[src/rtl/core/genotypic_value_accumulator_macros.svh]
// ----------------------------------------------------------------------------
// genotypic value accumulator assertion macros
// concurrent check wrappers, empty when SYNTH is defined
// ----------------------------------------------------------------------------
`ifndef GENOTYPIC_VALUE_ACCUMULATOR_MACROS_SVH
`define GENOTYPIC_VALUE_ACCUMULATOR_MACROS_SVH

`ifndef SYNTH
// same-cycle implication
`define GVA_ASSERT_NOW(label, clk, rst_n, ante, cons) \
  label: assert property (@(posedge clk) disable iff (!rst_n) (ante) |-> (cons)) \
    else $error("gva check failed");
// next-cycle implication
`define GVA_ASSERT_NEXT(label, clk, rst_n, ante, cons) \
  label: assert property (@(posedge clk) disable iff (!rst_n) (ante) |=> (cons)) \
    else $error("gva check failed");
`else
`define GVA_ASSERT_NOW(label, clk, rst_n, ante, cons)
`define GVA_ASSERT_NEXT(label, clk, rst_n, ante, cons)
`endif

`endif

[src/rtl/core/gva_pkg.sv]
// ----------------------------------------------------------------------------
// gva_pkg
// shared types and constants of the genotypic value accumulator
// ----------------------------------------------------------------------------
package gva_pkg;

  localparam int EFFECT_W = 32;
  localparam int SUM_W    = 48;
  localparam int TALLY_W  = 12;
  localparam int DOM_W    = 16;
  localparam int LOCI_W   = 6;
  localparam int HAP_W    = 32;
  localparam int PIECE_W  = 6;
  localparam int LOCUS_W  = 5;
  localparam int FRAC_DOM = 12;

  localparam logic [DOM_W-1:0]   DOM_RESET     = 16'd2048;
  localparam logic [LOCI_W-1:0]  LOCI_RESET    = 6'd32;
  localparam logic [TALLY_W-1:0] TALLY_MAX     = 12'd4095;
  localparam logic [TALLY_W-1:0] EPI_THRESHOLD = 12'd2;

  typedef enum logic {
    REQ_LOAD     = 1'b0,
    REQ_GENOTYPE = 1'b1
  } req_type_t;

  typedef enum logic [1:0] {
    REG_DOMINANCE = 2'd0,
    REG_LOCI      = 2'd1,
    REG_EPISTASIS = 2'd2
  } cfg_reg_t;

  typedef enum logic [1:0] {
    ST_IDLE,
    ST_RUN,
    ST_DRAIN,
    ST_EMIT
  } gva_state_t;

  typedef struct packed {
    logic                       req_type;
    logic [PIECE_W-1:0]         piece_index;
    logic [LOCUS_W-1:0]         locus_index;
    logic signed [EFFECT_W-1:0] effect_value;
    logic [HAP_W-1:0]           haplotype_one;
    logic [HAP_W-1:0]           haplotype_two;
    logic                       last_piece;
  } in_beat_t;

  typedef struct packed {
    logic signed [SUM_W-1:0] genotypic_value;
    logic [TALLY_W-1:0]      homozygous_count;
  } out_beat_t;

  // per-locus control into the term stage
  typedef struct packed {
    logic valid;
    logic hom;
    logic het;
  } term_ctl_t;

  // per-locus status out of the term stage
  typedef struct packed {
    logic valid;
    logic hom;
  } term_res_t;

endpackage

[src/rtl/core/gva_term.sv]
// ----------------------------------------------------------------------------
// gva_term
// turns one effect and its genotype class into a registered Q32.16 term
// ----------------------------------------------------------------------------
module gva_term
  import gva_pkg::*;
(
  input  logic                       clk,
  input  logic                       rst_n,
  input  term_ctl_t                  ctl,
  input  logic signed [EFFECT_W-1:0] effect,
  input  logic [DOM_W-1:0]           dominance,
  output term_res_t                  res_r,
  output logic signed [SUM_W-1:0]    term_r
);

  localparam int PROD_W = EFFECT_W + DOM_W + 1;

  logic signed [PROD_W-1:0] prod;
  logic signed [SUM_W-1:0]  term_nxt;
  term_res_t                res_nxt;

  always_comb begin
    prod = effect * $signed({1'b0, dominance});
    if (ctl.hom) begin
      term_nxt = SUM_W'(effect);
    end else if (ctl.het) begin
      // floor shift of the Q20.28 product to the Q32.16 term
      term_nxt = {{(SUM_W - PROD_W + FRAC_DOM){prod[PROD_W-1]}}, prod[PROD_W-1:FRAC_DOM]};
    end else begin
      term_nxt = '0;
    end
    res_nxt.valid = ctl.valid;
    res_nxt.hom   = ctl.hom;
  end

  always_ff @(posedge clk) begin
    if (!rst_n) begin
      res_r <= '0;
    end else begin
      res_r <= res_nxt;
    end
  end

  always_ff @(posedge clk) begin
    term_r <= term_nxt;
  end

endmodule

[config.mk]
export PLATFORM = sky130hd
export DESIGN_NAME = gva_term
export DESIGN_NICKNAME = d
export VERILOG_FILES = /design/src/rtl/core/genotypic_value_accumulator_macros.svh /design/src/rtl/core/gva_pkg.sv /design/src/rtl/core/gva_term.sv
export SDC_FILE = /design/constraint.sdc
export NUM_CORES = 1
export LEC_CHECK = 0
export BUFFER_PORTS_ARGS = -buffer_cell sky130_fd_sc_hd__buf_2
export CORE_ASPECT_RATIO = 0.8
export CORE_MARGIN = 2
export CORE_UTILIZATION = 36
export DETAILED_ROUTE_END_ITERATION = 10
export HOLD_SLACK_MARGIN = 0.06
export PLACE_DENSITY = 0.58
export RECOVER_POWER = 50
export SYNTH_ARGS = -nofsm -noshare
export SYNTH_HDL_FRONTEND = slang
export SYNTH_SLANG_ARGS = --single-unit
[constraint.sdc]
create_clock -name clk -period 10.43 [get_ports clk]
set_clock_uncertainty 0.1 [all_clocks]
set_input_delay 1.5645 -clock clk [delete_from_list [all_inputs] [get_ports clk]]
set_output_delay 1.5645 -clock clk [all_outputs]
set_load 0.02 [all_outputs]
; Word-level counts from Yosys, hierarchy flattened
; Cells that the tools add are included.
; Widths: inputs -> output; s select.
[classes]
mul = 1
mux = 2
[op_table]
columns = operator, count
row1 = $mux 48, 2
row2 = $mul 32x17->49, 1
[totals]
word_cells = 6
regBits = 50
inputBits = 53
out_inout_bits = 50

; Logic depth before layout (Yosys ltp)
; Gate-level depths: netlist of run 1.
[depth]
depth_word = 3
ltp_mapped = 26
ltp_nobuf = 24

; Worst setup path before layout of run 1
; OpenSTA, ideal clock, no wires.
[synth_path]
path_kind = input-to-reg
from = input effect[31]
to = register term_r[33]
arrival_time_ns = 7.626
setup_ns = 0.125
n_path_buf = 3
stages = 23
setup_slack_ns = 2.579
required_ns = 10.205
path_cell_list = clkbuf_1 -> clkbuf_1 -> nand2_1 -> fa_1 -> fa_1 -> inv_1 -> fa_1 -> fa_1 -> fa_1 -> inv_1 -> fa_1 -> inv_1 -> ha_1 -> buf_6 -> a21o_1 -> a21o_1 -> a221oi_2 -> nor2_1 -> a2111oi_2 -> o41ai_1 -> a21oi_1 -> xor2_1 -> o21ai_1
[synth_via]
elab_chain_cells = 3
[synth_rtl]
columns = item, line
row1 = "start, declared", gva_term.sv:11  ; input logic signed [EFFECT_W-1:0] effect,
row2 = $mul 32x17->49, gva_term.sv:24  ; prod = effect * $signed({1'b0, dominance});
row3 = $mux 48, gva_term.sv:27  ; end else if (ctl.het) begin
row4 = $mux 48 (*), gva_term.sv:25  ; if (ctl.hom) begin
row5 = via term_nxt[33], gva_term.sv:20  ; logic signed [SUM_W-1:0] term_nxt;
row6 = "end signal, assigned", gva_term.sv:46  ; term_r <= term_nxt;
row7 = "end, declared", gva_term.sv:14  ; output logic signed [SUM_W-1:0] term_r
; Mark *: on every way through the listed nets, which the timed path passes. The rest lies on a longest branch.
; A chain may end at the register's enable or synchronous reset.

; Worst setup path in the final report of run 1
[layout_path]
from = input dominance[2]
to = register term_r[33]
[layout_via]
elab_chain_cells = 3
[layout_rtl]
columns = item, line
row1 = "start, declared", gva_term.sv:12  ; input logic [DOM_W-1:0] dominance,
row2 = $mul 32x17->49, gva_term.sv:24
row3 = $mux 48, gva_term.sv:27
row4 = $mux 48, gva_term.sv:25
row5 = via term_nxt[33], gva_term.sv:20
; The timed path passes the listed nets, and every way through them passes these cells.

==> impl_metrics.toml, run 1 <==
[cts]
postCtsSetupBuffers = 0
cts_max_path_buffers = 2
cts_sinks = 39
postCtsResizedCells = 0
cts_hold_buffers = 0
numCtsBuffers = 5
ctsHtreeMaxLevel = 2
root_buffer = "clkbuf_16"
path_clk_slew_ns = 0.06
cts_tree = "built"

[synth]
async_reset_ff_share_pct = 0
synth_cell_types = 60
yosys_warnings = 0
synth-edff-count = 0
synth_nets = 2835
syn_avg_cell_area_sq_um = 8.78
synth_seq_cells = 39
yosysSeqAreaShare_pct = 4.08
synthFlopType = "dfxtp_1"
synth.cell_area_sq_um = 19100
synthesis.instances = 2180

[grt]
overflow = 0
grt_pass1_vias = 15700
antenna_found_initial = 2
grt_pass1_wl_microns = 86800
track_usage_pct = 20.4
grt_max_degree = 37

[sta]
rsz0062_at_grt = "no"
period_share_pct = 81.1
fin_crit_ns = 8.46
finalSetupViolations = 0
fmaxAchievable_mhz = 118
timing.final.max_slew_violations = 36
hold_viol_final = 0
setup_tns_ns = 0
max_slew_margin_pct = -37.4
worstMarginPinSlew_ns = 2.06

[worst_setup_path]
critPathArrivalTime_ns = 8.54
crit_end = "term_r[33]"
critPathMaxFanout = 32
path_cells = "buf_2 > nand2_1 > fa_1 > fa_1 > inv_1 > fa_1 > fa_1 > fa_1 > inv_1 > fa_1 > inv_1 > ha_1 > nand4_1 > nor3_1 > nand3_1 > o41ai_1 > a21oi_1 > xor2_1 > o21ai_1"
path_depth = 19
cp_slowest_cell = "fa_1"
max_stage_delay_ns = 0.76
cp-start-kind = "input pin"
crit_buf_inv = 4
worstPathRequired_ns = 10.51
critical_path.endpoint_type = "flop"
crit_type = "in -> reg"
cp_common_cell = "fa_1"
cp_top_family = "adder cells"
crit_start = "dominance[2]"

[floorplanning]
die_area_sq_um = 55000
rows = 75
start_util_pct = 36.5
core_area_sq_um = 52500
design.portCount = 103
die_y_microns = 210
die_width_microns = 262

[drt]
first_pass_iters = 5
postRouteWirelength_microns = 52100
drc = 0
via_per_inst = 4.87
ant_nets = 0
drtIter0Drc = 770
dr_total_vias = 14000
post_drt_wl_per_cell_microns = 18.1

[min_path]
hold_class = "in -> reg"
timing.hold.worst_path_depth = 2

[placed_design]
dp.final_hpwl_microns = 40800
gp_congestion = 0.868
port_buffers = 102

[flow_run]
max_cap_violations = 1

[cells_and_area]
layout_commonest_cell = "inv_1"
area_delta_synth_final_pct = 5.36
utilization_pct = 38.4
mostFrequentLayoutCells = "inv_1, fa_1, nand2_1, and2_1, ha_1"
drive_above_1_share_pct = 3.98
fillCellCount = 5348
nets = 2840

[outcome]
violations = "capacitance limit, slew limit"
outcome = "finished with violations"
[registers in the layout, indices dropped and copies added, names as in the netlist]
register,count
res_r,2
term_r,37
[cells in the mapped netlist (2+ instances only)]
library cell	number	area (sq um)
and2_1	229	1430
a211oi_1	3	22.5
o21bai_1	6	45.0
xor2_1	12	105
clkbuf_1	89	334
o211ai_1	4	30.0
dfxtp_1	39	781
fa_1	487	9750
inv_1	598	2240
nor2b_1	6	37.5
nand2b_1	4	25.0
nor3_1	8	40.0
ha_1	115	1440
nor2_1	20	75.1
buf_2	4	20.0
buf_6	2	22.5
o21ai_0	40	200
xnor2_1	27	236
nand2_1	339	1270
a31oi_1	4	25.0
a21oi_2	2	17.5
a22o_1	2	17.5
o31a_1	3	26.3
nand4_1	9	56.3
o21a_1	4	30.0
o21ai_1	8	40.0
nand3_1	14	70.1
o31ai_1	5	37.5
a21oi_1	42	210
buf_4	13	97.6
a21o_1	10	75.1
o41ai_1	2	17.5
and3_1	3	18.8
[how the worst min path moves through the flow]
| stage | from | end | slack [ns] |
|---|---|---|---|
| 2_1_floorplan | effect[22] | term_r[22] | 1.57 |
| 3_3_place_gp | rst_n | res_r[0] | 1.72 |
| 3_5_place_dp | ctl[2] | res_r[1] | 1.72 |
| 4_1_cts | ctl[2] | res_r[1] | 1.39 |
| 5_1_grt | rst_n | res_r[0] | 1.40 |
| 6_report | rst_n | res_r[0] | 1.40 |
[through the flow]
| stage | cell area, sq um | setup slack (ns) | hold slack, ns | instances |
|---|---|---|---|---|
| finish | 20200 | 1.97 | 1.40 | 2880 |
| global route | 20200 | 1.55 | 1.40 | 2880 |
| detailed placement | 20100 | 1.72 | 1.72 | 2871 |
| floorplan | 19100 | 2.58 | 1.57 | 2180 |
| global placement | 20100 | 1.74 | 1.72 | 2871 |
| CTS | 20200 | 1.98 | 1.39 | 2879 |
[cell type report]
cell class | instances | area (sq um) | share of cell area (%)
clock buffers | 6 | 129 | 0.639
diodes | 1 | 2.50 | 0.0124
well taps | 693 | 867 | 4.30
multi-input cells | 1433 | 15600 | 77.5
clock inverters | 2 | 12.5 | 0.0621
repair buffers | 107 | 494 | 2.45
inverters | 599 | 2250 | 11.2
flip-flops and latches | 39 | 781 | 3.87
[cells by family after synthesis]
kind of cell               count (synthesis)  share of synthesized area [%]
and+or+nand+nor                          637                           16.0
buffers and inverters                    708                           14.3
AOI/OAI and AO/OA                        154                           5.37
DFF                                       39                           4.08
muxes                                      1                         0.0523
adders and majority gates                602                           58.5
xor gates and xnor gates                  39                           1.79
[layer usage]
metal	part of all wire [%]	GRT usage [%]
met3	6.6	3.19
met5	0.021	0
met4	1.5	3.74
met1	45	29.1
met2	47	32.9
Power of run 1 is left out: the tool's default activity adds up to more than one toggle a clock period on the data nets, which glitch-free logic cannot reach.
==> inputs of run 2 (changes only) <==
==> constraint.sdc (replaced) <==
create_clock -name clk -period 8.32 [get_ports clk]
set_clock_uncertainty 0.1 [all_clocks]
set_input_delay 1.248 -clock clk [delete_from_list [all_inputs] [get_ports clk]]
set_output_delay 1.248 -clock clk [all_outputs]
set_load 0.02 [all_outputs]
==> run 2 against run 1 <==
  * The flow still finishes with violations (capacitance limit, slew limit)
  * Critical path depth rose by 4
  * Count of clock-buffer cells in the layout fell by 1
  * Cell count rose by 0.73%
  * Wire length rose by 1.2%
==> impl_metrics.toml, run 2 (synthesis results as in run 1) <==
[drt]
postRouteWirelength_microns = 52800
post_drt_wl_per_cell_microns = 18.2
drc = 0
via_per_inst = 4.86
drtIter0Drc = 779
first_pass_iters = 5
dr_total_vias = 14100
ant_nets = 0

[sta]
rsz0062_at_grt = "no"
timing.final.max_slew_violations = 36
period_share_pct = 90.8
fmaxAchievable_mhz = 132
whs_ns = 1.07
worstMarginPinSlew_ns = 1.99
max_slew_margin_pct = -32.5
setup_ws_ns = 0.766
hold_viol_final = 0
fin_crit_ns = 7.55
setup_tns_ns = 0
finalSetupViolations = 0

[floorplanning]
rows = 75
core_area_sq_um = 52500
die_area_sq_um = 55000
die_width_microns = 262
design.portCount = 103
die_y_microns = 210
start_util_pct = 36.5

[worst_setup_path]
cp_common_cell = "fa_1"
cp_top_family = "adder cells"
worstPathRequired_ns = 8.38
path_cells = "buf_2 > buf_4 > and2_1 > fa_1 > inv_1 > fa_1 > fa_1 > fa_1 > inv_1 > fa_1 > inv_1 > fa_1 > inv_1 > ha_1 > a211oi_1 > nand2_1 > a21oi_2 > o22ai_4 > a21oi_4 > o31a_1 > o21bai_1 > xnor2_1 > o21ai_0"
critPathMaxFanout = 13
cp_slowest_cell = "fa_1"
crit_buf_inv = 6
max_stage_delay_ns = 0.57
cp-start-kind = "input pin"
critical_path.endpoint_type = "flop"
crit_type = "in -> reg"
critPathArrivalTime_ns = 7.61
path_depth = 23

[cts]
root_buffer = "clkbuf_16"
cts_hold_buffers = 0
postCtsResizedCells = 0
ctsHtreeMaxLevel = 2
postCtsSetupBuffers = 0
cts_tree = "built"
numCtsBuffers = 5
cts_sinks = 39
cts_max_path_buffers = 2
path_clk_slew_ns = 0.06

[cells_and_area]
mostFrequentLayoutCells = "inv_1, fa_1, nand2_1, and2_1, ha_1"
drive_above_1_share_pct = 4.94
nets = 2862
area_delta_synth_final_pct = 6.47
fillCellCount = 5392
multiInputGateArea_sq_um = 15600
largestRegisters = "term_r (37), res_r (2)"
largest_reg_flops = 37
layout_commonest_cell = "inv_1"
regArea_sq_um = 781
layout.cells.non_filler = 2901
top_register = "term_r"

[placed_design]
port_buffers = 102
place_inst = 2893
gp_congestion = 0.879
pre_cts_slack_ns = 0.504
dp.final_hpwl_microns = 42700

[grt]
grt_pass1_wl_microns = 88000
grt_pass1_vias = 16000
grt_max_degree = 36
track_usage_pct = 20.7
antenna_found_initial = 2
overflow = 0

[outcome]
violations = "capacitance limit, slew limit"
outcome = "finished with violations"

[min_path]
timing.hold.worst_path_depth = 2
hold_class = "in -> reg"

[flow_run]
max_cap_violations = 1
run 2: layer usage:
layer  routed length, microns  global-route usage (%)  vias to the layer above
met5                       10                       0                        -
met4                      816                    3.41                        2
met3                     3700                    4.40                       63
met2                    24800                    33.9                      408
met1                    23500                    28.8                     7353
li1                         -                       -                     6276
run 2: layout make-up:
class                           count  share of cell area [%]
Multi-Input combinational cell   1433                    76.7
Inverter                          599                    11.0
Tap cell                          693                    4.26
Sequential cell                    39                    3.83
Timing Repair Buffer              129                    3.36
Clock buffer                        5                   0.614
Clock inverter                      2                   0.184
Antenna cell                        1                  0.0123
run 2: final timing paths:
kind / startpoint / endpoint
min: ctl[2] / res_r[1]
max: dominance[2] / term_r[27]
run 2: stage by stage:
stage	utilization, %	cell area, sq um
2_1_floorplan	-	19100
3_3_place_gp	38.6	20300
3_5_place_dp	38.6	20300
4_1_cts	38.9	20400
5_1_grt	38.8	20400
6_report	38.8	20400
Power of run 2 is left out for the same reason.
==> inputs of run 3 (changes only) <==
--- a/config.mk
+++ b/config.mk
@@ -7,7 +7,7 @@
 export LEC_CHECK = 0
 export BUFFER_PORTS_ARGS = -buffer_cell sky130_fd_sc_hd__buf_2
 export CORE_ASPECT_RATIO = 0.8
-export CORE_MARGIN = 2
+export CORE_MARGIN = 5
 export CORE_UTILIZATION = 36
 export DETAILED_ROUTE_END_ITERATION = 10
 export HOLD_SLACK_MARGIN = 0.06
==> run 3 against run 2 <==
  * The run still ends with capacitance limit, slew limit left
  * Utilization shrank 0.11 points
  * Die area increased by 5.2%
  * Largest cell class unchanged
  * Count of clock-buffer cells in the layout stayed put
  * Critical endpoint unchanged
  * Critical path depth down 2
  * Wire length rose by 0.81%
  * Maximum frequency decreased by 0.85%
  * Cell area decreased by 0.12%
  * Flip-flop and latch count unchanged
==> impl_metrics.toml, run 3 (synthesis results as in run 1) <==
[grt]
grt_pass1_vias = 16100
grt_pass1_wl_microns = 88100
grt_max_degree = 37
track_usage_pct = 19.3
antenna_found_initial = 5
overflow = 0

[cts]
cts_sinks = 39
postCtsResizedCells = 0
cts_hold_buffers = 0
root_buffer = "clkbuf_16"
postCtsSetupBuffers = 0
path_clk_slew_ns = 0.06
ctsHtreeMaxLevel = 2
cts_max_path_buffers = 2
numCtsBuffers = 5
cts_tree = "built"

[cells_and_area]
mostFrequentLayoutCells = "inv_1, fa_1, nand2_1, and2_1, ha_1"
fillCellCount = 5367
layout_commonest_cell = "inv_1"
regArea_sq_um = 781
top_register = "term_r"
drive_above_1_share_pct = 4.94
largest_reg_flops = 37
largestRegisters = "term_r (37), res_r (2)"
multiInputGateArea_sq_um = 15600
nets = 2862
area_delta_synth_final_pct = 6.34

[placed_design]
gp_congestion = 0.905
port_buffers = 102
dp.final_hpwl_microns = 42800

[drt]
dr_total_vias = 14100
via_per_inst = 4.84
first_pass_iters = 5
drc = 0
postRouteWirelength_microns = 53200
ant_nets = 0
post_drt_wl_per_cell_microns = 18.3
drtIter0Drc = 894

[min_path]
timing.hold.worst_path_depth = 2
hold_class = "in -> reg"

[worst_setup_path]
cp_slowest_cell = "buf_2"
cp-start-kind = "input pin"
max_stage_delay_ns = 0.59
path_cells = "buf_2 > nand2_1 > fa_1 > inv_1 > fa_1 > fa_1 > fa_1 > fa_1 > inv_1 > fa_1 > inv_1 > ha_1 > a211oi_1 > o31ai_1 > a21oi_1 > a21oi_2 > a21oi_4 > o31a_1 > o21bai_1 > xnor2_1 > o21ai_0"
critical_path.endpoint_type = "flop"
critPathArrivalTime_ns = 7.70
crit_type = "in -> reg"
critPathMaxFanout = 21
cp_common_cell = "fa_1"
worstPathRequired_ns = 8.41

[sta]
max_slew_margin_pct = -41.8
hold_viol_final = 0
setup_tns_ns = 0
fmaxAchievable_mhz = 131
period_share_pct = 91.6
finalSetupViolations = 0
fin_crit_ns = 7.62
worstMarginPinSlew_ns = 2.13
timing.final.max_slew_violations = 36
rsz0062_at_grt = "no"
whs_ns = 1.05

[floorplanning]
start_util_pct = 36.4
design.portCount = 103
rows = 75
core_area_sq_um = 52600
die_y_microns = 216
die_width_microns = 268
die_area_sq_um = 57900

[outcome]
violations = "capacitance limit, slew limit"
outcome = "finished with violations"

[flow_run]
max_cap_violations = 1
## run 3: changes by cell type in the layout (fill, tap and decap cells not counted), sizes merged
| cell | delta |
|---|---|
| clkinv | +2 |
| bufinv | -1 |
| clkinvlp | -1 |
## run 3: final timing paths
kind / slack (ns) / startpoint / to
setup / recovery: 0.70 / dominance[8] / term_r[27]
hold / removal: 1.05 / ctl[2] / res_r[1]
## run 3: cell type report
type	count	share of cell area, %
inverter	599	11.0
tap	693	4.26
sequential	39	3.84
antenna	1	0.0123
multi-input combinational	1433	76.8
timing repair buffer	129	3.36
clock inverter	2	0.0676
clock buffer	5	0.615
## run 3: layer usage
layer / routed length (microns) / global-route usage [%] / vias up
met3: 4310 / 3.88 / 65
met2: 24500 / 31.0 / 478
met4: 1070 / 3.94 / 2
met5: 14 / 0 / -
met1: 23300 / 27.3 / 7239
li1: - / - / 6269
## run 3: through the flow
step                      utilization [%]  instance area (sq um)  worst slack (ns)  cells
after detailed placement             38.6                  20300             0.401   2893
after global routing                 38.7                  20300             0.349   2901
after floorplan                         -                  19100             0.785   2180
after CTS                            38.8                  20400             0.723   2900
after global placement               38.6                  20300             0.418   2893
final                                38.7                  20300             0.702   2901
## run 3: critical path, delay by kind of cell
| family | cells | cell delay, ns |
|---|---|---|
| adders and majority gates | 7 | 3.38 |
| AOI/OAI and AO/OA | 8 | 1.98 |
| buffers and inverters | 4 | 0.76 |
| and+or+nand+nor | 1 | 0.18 |
| xor gates and xnor gates | 1 | 0.14 |
Power of run 3 is left out for the same reason.
